`config.mk`:
```
export PLATFORM = sky130hd
export DESIGN_NAME = bounded_list_front_insert_delete
export DESIGN_NICKNAME = d
export VERILOG_FILES = /design/src/design/blfid_pkg.sv /design/src/design/blfid_cell.sv /design/src/design/bounded_list_front_insert_delete.sv
export SDC_FILE = /design/constraint.sdc
export NUM_CORES = 1
export LEC_CHECK = 0
export BUFFER_PORTS_ARGS = -buffer_cell sky130_fd_sc_hd__buf_4
export CAP_MARGIN = 10
export CORE_MARGIN = 1
export CORE_UTILIZATION = 64
export CTS_BUF_LIST = sky130_fd_sc_hd__clkbuf_16
export DETAILED_ROUTE_END_ITERATION = 8
export GPL_TIMING_DRIVEN = 0
export PLACE_DENSITY_LB_ADDON = 0.1
export SYNTH_ARGS = -nofsm -noshare
export SYNTH_HDL_FRONTEND = slang
export SYNTH_HIERARCHICAL = 1
export SYNTH_SLANG_ARGS = --single-unit
```
`constraint.sdc`:
```
create_clock -name clk -period 5.6 [get_ports clk]
set_input_delay 0.84 -clock clk [delete_from_list [all_inputs] [get_ports clk]]
set_output_delay 0.84 -clock clk [all_outputs]
set_load 0.01 [all_outputs]
```
`src/design/blfid_pkg.sv`:
```
// ----------------------------------------------------------------------------
// blfid_pkg: shared definitions for the bounded front-insert list
// Request and status codes, the default capacity and the cell control bundle.
// ----------------------------------------------------------------------------
package blfid_pkg;

  localparam int CAPACITY_DEF = 16;
  localparam int DATA_W       = 32;

  // request codes
  localparam logic [1:0] REQ_INSERT = 2'd0;
  localparam logic [1:0] REQ_DELETE = 2'd1;
  localparam logic [1:0] REQ_SEARCH = 2'd2;

  // status codes
  localparam logic [1:0] ST_OK      = 2'd0;
  localparam logic [1:0] ST_EMPTY   = 2'd1;
  localparam logic [1:0] ST_NOMATCH = 2'd2;
  localparam logic [1:0] ST_FULL    = 2'd3;

  // per-cell control from the sequencer
  typedef struct packed {
    logic load_left;   // take the neighbor toward the front (insert)
    logic load_right;  // take the neighbor toward the back (delete)
    logic cmp;         // capture the match flag
  } cell_ctrl_t;

endpackage

```
`src/design/blfid_cell.sv`:
```
// ----------------------------------------------------------------------------
// blfid_cell: one storage cell of the list
// Holds one entry, compares it against the broadcast value and shifts toward
// either neighbor on command.
// ----------------------------------------------------------------------------
module blfid_cell import blfid_pkg::*; (
  input  logic              clk,
  input  cell_ctrl_t        ctrl,
  input  logic              active,
  input  logic [DATA_W-1:0] value,
  input  logic [DATA_W-1:0] left_data,
  input  logic [DATA_W-1:0] right_data,
  output logic [DATA_W-1:0] data,
  output logic              hit
);

  logic [DATA_W-1:0] data_r;
  logic [DATA_W-1:0] data_nxt;
  logic              hit_r;
  logic              hit_nxt;

  always_comb begin
    data_nxt = data_r;
    if (ctrl.load_left) begin
      data_nxt = left_data;
    end else if (ctrl.load_right) begin
      data_nxt = right_data;
    end
    // only cells inside the list may report a hit
    hit_nxt = ctrl.cmp ? (active && (data_r == value)) : hit_r;
  end

  always_ff @(posedge clk) begin
    data_r <= data_nxt;
    hit_r  <= hit_nxt;
  end

  assign data = data_r;
  assign hit  = hit_r;

endmodule

```
`src/design/bounded_list_front_insert_delete.sv`:
```
// ----------------------------------------------------------------------------
// bounded_list_front_insert_delete: front-insert list with delete and search
// An ordered list of up to CAPACITY 32-bit values held in a row of cells.
// ----------------------------------------------------------------------------
//   channel  direction  handshake              payload
//   in_      input      in_valid / in_ready    in_req_type, in_value
//   out_     output     out_valid / out_ready  out_status, out_found, out_entry_count
//
// Each beat passes through accept, compare in every cell (registered
// match flag per cell), then commit the shift and write the result register.
// The compare step is there because the match flags are registered in the cells.
// Reset clears the entry count and the sequencer; cell contents stay as is.
// A result waiting in the output register does not block the next input
// beat; that beat only holds in its commit step until the result is taken.
// ----------------------------------------------------------------------------
module bounded_list_front_insert_delete import blfid_pkg::*; #(
  parameter int CAPACITY = CAPACITY_DEF
) (
  input  logic                     clk,
  input  logic                     rst_n,
  input  logic                     in_valid,
  output logic                     in_ready,
  input  logic [1:0]               in_req_type,
  input  logic signed [DATA_W-1:0] in_value,
  output logic                     out_valid,
  input  logic                     out_ready,
  output logic [1:0]               out_status,
  output logic                     out_found,
  output logic [4:0]               out_entry_count
);

  localparam int CW = $clog2(CAPACITY + 1);
  localparam int EW = (CW > 5) ? CW : 5;

  typedef enum logic [1:0] {S_IDLE, S_CMP, S_UPD} state_t;

  state_t            state_r, state_nxt;
  logic [1:0]        req_r;
  logic [DATA_W-1:0] value_r;
  logic [CW-1:0]     cnt_r, cnt_nxt;
  logic              out_valid_r;
  logic [1:0]        out_status_r;
  logic              out_found_r;
  logic [CW-1:0]     out_cnt_r;

  logic              commit;
  logic              full;
  logic              empty;
  logic              any_hit;
  logic [1:0]        res_status;
  logic              res_found;

  logic [CAPACITY-1:0] hit_vec;
  logic [CAPACITY-1:0] upto_first;   // bits from the front through the first hit
  logic [CAPACITY-1:0] before_first; // bits strictly ahead of the first hit
  logic [DATA_W-1:0]   cell_data [CAPACITY];
  cell_ctrl_t          cell_ctrl [CAPACITY];
  logic [CAPACITY-1:0] cell_active;
  logic [EW-1:0]       cnt_ext;

  assign full  = (cnt_r == CW'(CAPACITY));
  assign empty = (cnt_r == '0);

  // accept only when the sequencer is free
  assign in_ready = (state_r == S_IDLE);

  // --------------------------------------------------------------------------
  // First-hit isolation: subtracting one flips the trailing zeros and the
  // lowest set bit, so the xor marks everything up to and including it.
  // --------------------------------------------------------------------------
  assign any_hit      = |hit_vec;
  assign upto_first   = hit_vec ^ (hit_vec - CAPACITY'(1));
  assign before_first = upto_first & ~hit_vec;

  // --------------------------------------------------------------------------
  // Cell row
  // --------------------------------------------------------------------------
  for (genvar i = 0; i < CAPACITY; i++) begin : g_cell
    logic [DATA_W-1:0] left_d;
    logic [DATA_W-1:0] right_d;

    if (i == 0) begin : g_front
      assign left_d = value_r;
    end else begin : g_mid_l
      assign left_d = cell_data[i-1];
    end

    if (i == CAPACITY - 1) begin : g_back
      assign right_d = cell_data[i];
    end else begin : g_mid_r
      assign right_d = cell_data[i+1];
    end

    assign cell_active[i] = (CW'(i) < cnt_r);

    // insert: whole row moves one place back; delete: cells from the first
    // hit onward pull from behind
    assign cell_ctrl[i].load_left  = commit && (req_r == REQ_INSERT) && !full;
    assign cell_ctrl[i].load_right = commit && (req_r == REQ_DELETE) && any_hit
                                     && !before_first[i];
    assign cell_ctrl[i].cmp        = (state_r == S_CMP);

    blfid_cell u_cell (
      .clk        (clk),
      .ctrl       (cell_ctrl[i]),
      .active     (cell_active[i]),
      .value      (value_r),
      .left_data  (left_d),
      .right_data (right_d),
      .data       (cell_data[i]),
      .hit        (hit_vec[i])
    );
  end

  // --------------------------------------------------------------------------
  // Sequencer
  // --------------------------------------------------------------------------
  always_comb begin
    state_nxt = state_r;
    commit    = 1'b0;
    unique case (state_r)
      S_IDLE: begin
        if (in_valid) begin
          state_nxt = S_CMP;
        end
      end
      S_CMP: begin
        state_nxt = S_UPD;
      end
      S_UPD: begin
        // hold until the output register is free
        if (!out_valid_r || out_ready) begin
          commit    = 1'b1;
          state_nxt = S_IDLE;
        end
      end
      default: begin
        state_nxt = S_IDLE;
      end
    endcase
  end

  // result of the request under commit
  always_comb begin
    res_status = ST_OK;
    res_found  = 1'b0;
    cnt_nxt    = cnt_r;
    case (req_r) inside
      REQ_INSERT: begin
        if (full) begin
          res_status = ST_FULL;
        end else begin
          cnt_nxt = cnt_r + CW'(1);
        end
      end
      REQ_DELETE, REQ_SEARCH: begin
        if (empty) begin
          res_status = ST_EMPTY;
        end else if (!any_hit) begin
          res_status = ST_NOMATCH;
        end else begin
          res_found = 1'b1;
          if (req_r == REQ_DELETE) begin
            cnt_nxt = cnt_r - CW'(1);
          end
        end
      end
      default: begin
        // unused request code: no change, status ok
        res_status = ST_OK;
      end
    endcase
  end

  always_ff @(posedge clk) begin
    if (!rst_n) begin
      state_r     <= S_IDLE;
      cnt_r       <= '0;
      out_valid_r <= 1'b0;
    end else begin
      state_r <= state_nxt;
      if (commit) begin
        cnt_r       <= cnt_nxt;
        out_valid_r <= 1'b1;
      end else if (out_ready) begin
        out_valid_r <= 1'b0;
      end
    end
    // payload: capture the request beat and the result
    if (in_valid && in_ready) begin
      req_r   <= in_req_type;
      value_r <= in_value;
    end
    if (commit) begin
      out_status_r <= res_status;
      out_found_r  <= res_found;
      out_cnt_r    <= cnt_nxt;
    end
  end

  assign cnt_ext         = EW'(out_cnt_r);
  assign out_valid       = out_valid_r;
  assign out_status      = out_status_r;
  assign out_found       = out_found_r;
  assign out_entry_count = cnt_ext[4:0];

`ifndef NO_ASSERTIONS
  a_cnt_bound: assert property (@(posedge clk) disable iff (!rst_n)
    cnt_r <= CW'(CAPACITY))
    else $error("entry count above capacity");

  a_hit_inside: assert property (@(posedge clk) disable iff (!rst_n)
    (state_r == S_UPD) |-> ((hit_vec & ~cell_active) == '0))
    else $error("hit reported by a cell outside the list");

  a_full_hold: assert property (@(posedge clk) disable iff (!rst_n)
    (commit && (req_r == REQ_INSERT) && full) |=> $stable(cnt_r))
    else $error("count changed on insert into full list");

  a_del_count: assert property (@(posedge clk) disable iff (!rst_n)
    (commit && (req_r == REQ_DELETE) && any_hit && !empty)
      |=> (cnt_r == $past(cnt_r) - CW'(1)))
    else $error("delete with hit did not drop the count by one");

  a_found_ok: assert property (@(posedge clk) disable iff (!rst_n)
    (out_valid_r && out_found_r) |-> (out_status_r == ST_OK))
    else $error("found flag with non-ok status");
`endif

endmodule

```
==> impl_metrics.py, run 1 <==
metrics = {
    "layout": {
        "fillers": 3166,
        "nNetsFinal": 2198,
        "syn_to_final_growth_pct": 10.2,
        "layout-drive-gt1-share_pct": 34.2,
        "multi_input_area_sq_um": 12500,
        "diodes": 0,
        "regArea_sq_um": 17300,
    },
    "timing": {
        "fin_setup_tns_ns": 0,
        "finalHoldViolations": 0,
        "rsz0062_at_grt": "no",
        "tightestPinTransition_ns": 1.36,
        "fin_crit_ns": 4.10,
        "timing.final.ws_setup_ns": 1.50,
        "fin_crit_sh_pct": 73.3,
        "setup-violations-final": 0,
        "drv_slew": 0,
        "slew-limit-headroom_pct": 8.63,
        "fin_skew_ns": 0.0214,
        "whs_ns": 0.388,
        "max_freq_ghz": 0.244,
    },
    "logic_synthesis": {
        "synthArstFlopShare_pct": 0,
        "syn-num-nets": 2089,
        "synthFlopType": "edfxtp_1",
        "ys_ff_latch": 578,
        "ys_seq_area_share_pct": 57.2,
        "syn-cell-area_sq_um": 30200,
        "synth_enable_flop_cells": 570,
        "yosys-top-cells-area": "edfxtp_1, mux2_2, xor2_1",
        "synth_commonest_cells": "edfxtp_1, mux2_2, xor2_1",
        "postSynthCellCount": 2045,
        "synth.most_common_cell": "edfxtp_1",
        "synth_top_area_cell": "edfxtp_1",
        "syn_avg_cell_area_sq_um": 14.8,
        "synth_cell_types": 52,
        "synth_top_area_share_pct": 56.7,
        "yosysWarnings": 6,
    },
    "routing": {
        "via_per_inst": 6.21,
        "vias": 17500,
        "ant_nets": 0,
        "drc": 0,
        "wl_per_cell_um": 24.9,
        "wirelength_mm": 69.9,
        "firstDrtPassIters": 5,
        "drt_iter0_drc": 1644,
    },
    "die": {
        "core_area_sq_um": 46600,
        "fp-row-count": 79,
        "ios": 48,
        "die_h_um": 219,
        "die_area_sq_um": 48000,
        "initial_core_util_pct": 64.9,
        "die_x_um": 219,
    },
    "placed_design": {
        "hpwl_mm": 52.4,
        "io_buffers": 46,
        "place.gp.congestion": 0.899,
        "place_ws_ns": 1.56,
    },
    "hold_path": {
        "hp-class": "in -> reg",
    },
    "pwr": {
        "total_power_mw": 9.25,
        "ir_worst_vdd_uv": 267,
        "power.density_nw_per_um2": 278,
        "p_leak_nw": 8.12,
    },
    "global_routing": {
        "grt_pass1_wl_mm": 107,
        "track_usage_pct": 29.6,
        "antenna_found_initial": 0,
        "grt_max_degree": 35,
        "grt_overflow": 0,
        "grt_pass1_vias": 17800,
    },
    "critical_path": {
        "crit_chain": "clkbuf_1, inv_1, ha_1, nand4bb_1, nand4_1, inv_1, buf_2, buf_2, or2_2",
        "endpoint_kind": "flop",
        "cp-start-kind": "flop",
        "crit_path_max_fanout": 32,
        "slowest_stage": "or2_2",
        "critical_path_arrival_ns": 4.34,
        "critical_path_class": "reg -> reg",
        "required_ns": 5.84,
        "cpPeakStageDelay_ns": 0.77,
    },
    "clocking": {
        "clkSinkCount": 578,
        "clkTransAtPathRegs_ns": 0.06,
        "post_cts_buffers": 0,
        "hold_buffers": 0,
        "cts_root_buf": "clkbuf_16",
        "post_cts_resized": 0,
        "cts.htree.levels": 2,
        "clkLatencyLatePin_ns": 0.62,
        "cts_tree": "done",
        "cts_buffers": 59,
        "cts.path.max_buffers": 3,
    },
    "run_status": {
        "status": "completed",
    },
    "run": {
        "max_cap_violations": 0,
    },
}
[flip-flops by register name, indices dropped and copies added, names as in the netlist]
| signal | flops |
|---|---|
| req_r | 2 |
| out_valid | 1 |
| g_cell.u_cell/hit | 16 |
| g_cell.left_d | 32 |
| out_entry_count | 5 |
| out_status | 2 |
| g_cell.u_cell/data | 512 |
| cnt_r | 5 |
| state_r | 2 |
| out_found | 1 |
[cell families after synthesis]
group                    count (synthesis)  share of synthesized area, %
multiplexers                           513                          19.1
XOR/XNOR                               513                          14.9
flip-flops                             578                          57.2
AO/OA/AOI/OAI                           50                          1.16
buffers and inverters                   91                          1.45
AND/OR/NAND/NOR                        294                          5.91
adder cells (fa/ha/maj)                  6                         0.249
[per-stage QoR]
step | util, % | cell area [sq um] | instances
2_1_floorplan | - | 30200 | 2045
4_1_cts | 71.5 | 33300 | 2811
6_report | 71.5 | 33300 | 2812
3_3_place_gp | 67.2 | 31300 | 2698
5_1_grt | 71.5 | 33300 | 2812
3_5_place_dp | 67.3 | 31300 | 2699
[placed cells by master (no fill, tap or decap), drive strengths merged, types with 2 or more instances in the layout]
cell and instances:
or2 16, and3 5, bufinv 8, a21oi 13, buf 115, inv 27, o211ai 3, clkbuf 69
a2bb2oi 4, a31o 2, o21ai 6, nor4 118, nand4 22, nand2b 6, or4 5, nand2 13
a21o 4, a31oi 3, dfxtp 8, o31ai 2, edfxtp 570, mux2 512, and4 2, xor2 496
clkinv 31, and2 3, nor2 22, nand3 38, nor3 37, nor2b 3, ha 6, xnor2 17
[critical path, delay by kind of cell, from the launching register on]
family | cells | cell delay [ns]
and+or+nand+nor | 3 | 1.24
buffers and inverters | 5 | 1.77
DFF | 1 | 0.36
adders and majority gates | 1 | 0.30
[cell type report]
cell class	instances	share of cell area, %
sequential	578	51.9
inverter	15	0.169
multi-input combinational	1376	37.5
buffer	76	1.15
tap	607	2.28
clock inverter	52	1.35
timing repair buffer	48	1.10
clock buffer	60	4.51
[power by group]
group	total (mW)	switching (mW)	internal (mW)
combinational	0.396	0.228	0.168
sequential	4.87	0.124	4.74
clock	3.98	1.68	2.31
[path summary, 6_finish.rpt]
| path | slack, ns | depth (start not counted) | end | start |
|---|---|---|---|---|
| worst max-delay path | 1.50 | 9 | g_cell[15].u_cell/data[0]$_DFFE_PP_ | cnt_r[0]$_SDFFE_PN0N_ |
| worst min-delay path | 0.39 | 1 | g_cell[0].left_d[5]$_DFFE_PP_ | in_value[5] |
| worst max register to register | 1.50 | 9 | g_cell[15].u_cell/data[0]$_DFFE_PP_ | cnt_r[0]$_SDFFE_PN0N_ |
| worst min register to register | 0.61 | 1 | g_cell[1].u_cell/data[20]$_DFFE_PP_ | g_cell[0].u_cell/data[20]$_DFFE_PP_ |
[metal layers]
| metal | track usage (%) | share of wire (%) | vias to the layer above |
|---|---|---|---|
| met5 | 0 | 0 | - |
| met4 | 8.75 | 2.4 | 0 |
| met3 | 3.65 | 6.2 | 112 |
| met2 | 47.9 | 47 | 567 |
| met1 | 42.2 | 44 | 8834 |
| li1 | - | - | 7952 |
Power figures use the tool's default switching activity.
==> run 2, diff against run 1 <==
==> constraint.sdc (replaced) <==
create_clock -name clk -period 4.04 [get_ports clk]
set_input_delay 0.606 -clock clk [delete_from_list [all_inputs] [get_ports clk]]
set_output_delay 0.606 -clock clk [all_outputs]
set_load 0.01 [all_outputs]
==> run 2 against run 1 <==
  * Critical path depth unchanged
  * Worst setup slack worse by 1.1 ns
  * Global-route usage about the same
  * Via count down 0.13%
  * First-iteration DRC count down 6.4%
  * Clock skew about the same
  * Sequential power up 39%
  * Maximum frequency up 12%
  * Cell area up 0.13%
  * Worst hold slack worse by 0.23 ns
  * Die area unchanged
  * Critical endpoint unchanged
  * Largest cell class unchanged
  * Highest routed layer unchanged
==> impl_metrics.py, run 2 (same netlist as run 1, synthesis figures left out) <==
metrics = {
    "clocking": {
        "cts.path.max_buffers": 3,
        "cts_tree": "done",
        "clkSinkCount": 578,
        "cts_buffers": 59,
        "cts.htree.levels": 2,
        "clkTransAtPathRegs_ns": 0.06,
        "cts_root_buf": "clkbuf_16",
        "post_cts_resized": 1,
        "clkLatencyLatePin_ns": 0.62,
        "hold_buffers": 0,
        "post_cts_buffers": 0,
    },
    "timing": {
        "whs_ns": 0.153,
        "finalHoldViolations": 0,
        "tightestPinTransition_ns": 1.35,
        "fin_skew_ns": 0.0217,
        "fin_setup_tns_ns": 0,
        "setup-violations-final": 0,
        "rsz0062_at_grt": "no",
        "max_freq_ghz": 0.273,
        "slew-limit-headroom_pct": 9.32,
        "drv_slew": 0,
        "fin_crit_sh_pct": 90.7,
        "fin_crit_ns": 3.66,
    },
    "placed_design": {
        "hpwl_mm": 52.4,
        "dp.cells": 2699,
        "place.gp.congestion": 0.899,
        "io_buffers": 46,
    },
    "layout": {
        "layout-drive-gt1-share_pct": 34.3,
        "post-route-util_pct": 71.6,
        "final_cells": 2812,
        "final_cell_mix": "edfxtp_1, mux2_2, xor2_1",
        "syn_to_final_growth_pct": 10.3,
        "diodes": 0,
        "final_common_cell": "edfxtp_1",
        "largest_register_ffs": 512,
        "nNetsFinal": 2198,
    },
    "critical_path": {
        "critical_path_arrival_ns": 3.92,
        "endpoint_kind": "flop",
        "crit_path_max_fanout": 32,
        "cp-start-kind": "flop",
        "critical_path_class": "reg -> reg",
        "required_ns": 4.29,
    },
    "pwr": {
        "power.density_nw_per_um2": 385,
        "total_power_mw": 12.8,
        "ir_worst_vdd_uv": 370,
        "p_leak_nw": 8.10,
    },
    "die": {
        "initial_core_util_pct": 64.9,
        "fp-row-count": 79,
        "ios": 48,
        "core_area_sq_um": 46600,
        "die_h_um": 219,
        "die_area_sq_um": 48000,
        "die_x_um": 219,
    },
    "routing": {
        "ant_nets": 0,
        "vias": 17400,
        "firstDrtPassIters": 7,
        "via_per_inst": 6.20,
        "drc": 0,
        "drt_iter0_drc": 1539,
        "wl_per_cell_um": 24.9,
        "wirelength_mm": 70.0,
    },
    "global_routing": {
        "antenna_found_initial": 0,
        "grt_max_degree": 35,
        "grt_pass1_vias": 17800,
        "grt_overflow": 0,
        "track_usage_pct": 29.6,
        "grt_pass1_wl_mm": 107,
    },
    "run_status": {
        "status": "completed",
    },
    "run": {
        "max_cap_violations": 0,
    },
    "hold_path": {
        "hp-class": "in -> reg",
    },
}
run 2: cell types whose count changed in the layout (fill, tap and decap cells not counted):
cell        delta
clkinvlp_4     +1
inv_1          -1
or2_4         +16
or2_2         -16
run 2: area by class of cell:
type / instances / area, sq um
timing repair buffer: 48 / 365
tap: 607 / 759
clock buffer: 60 / 1500
fill: 3165 / 13200
clock inverter: 52 / 450
multi-input combinational: 1376 / 12500
buffer: 76 / 382
inverter: 15 / 60.1
sequential: 578 / 17300
run 2: path summary, 6_finish.rpt:
kind	startpoint	end	slack, ns	cells after the start
min reg2reg	g_cell[0].u_cell/data[20]$_DFFE_PP_	g_cell[1].u_cell/data[20]$_DFFE_PP_	0.61	1
max	cnt_r[0]$_SDFFE_PN0N_	g_cell[15].u_cell/data[0]$_DFFE_PP_	0.38	9
max reg2reg	cnt_r[0]$_SDFFE_PN0N_	g_cell[15].u_cell/data[0]$_DFFE_PP_	0.38	9
min	in_value[5]	g_cell[0].left_d[5]$_DFFE_PP_	0.15	1
run 2: stage by stage:
stage	setup slack, ns	area [sq um]
after global routing	0.136	33300
final	0.376	33300
after CTS	0.0100	33300
after global placement	0.0315	31300
after floorplan	1.16	30200
after detailed placement	0.000375	31300
run 2: power breakdown:
part           switching [mW]  internal (mW)  total [mW]
clock network            2.32           3.20        5.52
registers               0.173           6.57        6.75
logic                   0.318          0.235       0.553
run 2: layer usage:
metal | up-vias | GRT usage (%) | routed length, um
li1 | 7949 | - | -
met1 | 8838 | 42.2 | 30900
met2 | 543 | 47.8 | 33100
met3 | 113 | 3.63 | 4350
met4 | 0 | 8.82 | 1680
met5 | - | 0 | 0
run 2: critical path, stage by stage (launching register included):
cell        delay (ns)
dfxtp_1           0.36
clkbuf_1          0.34
inv_1             0.21
ha_1              0.30
nand4bb_1         0.25
nand4_1           0.26
clkinvlp_4        0.37
buf_2             0.28
buf_2             0.33
or2_4             0.54
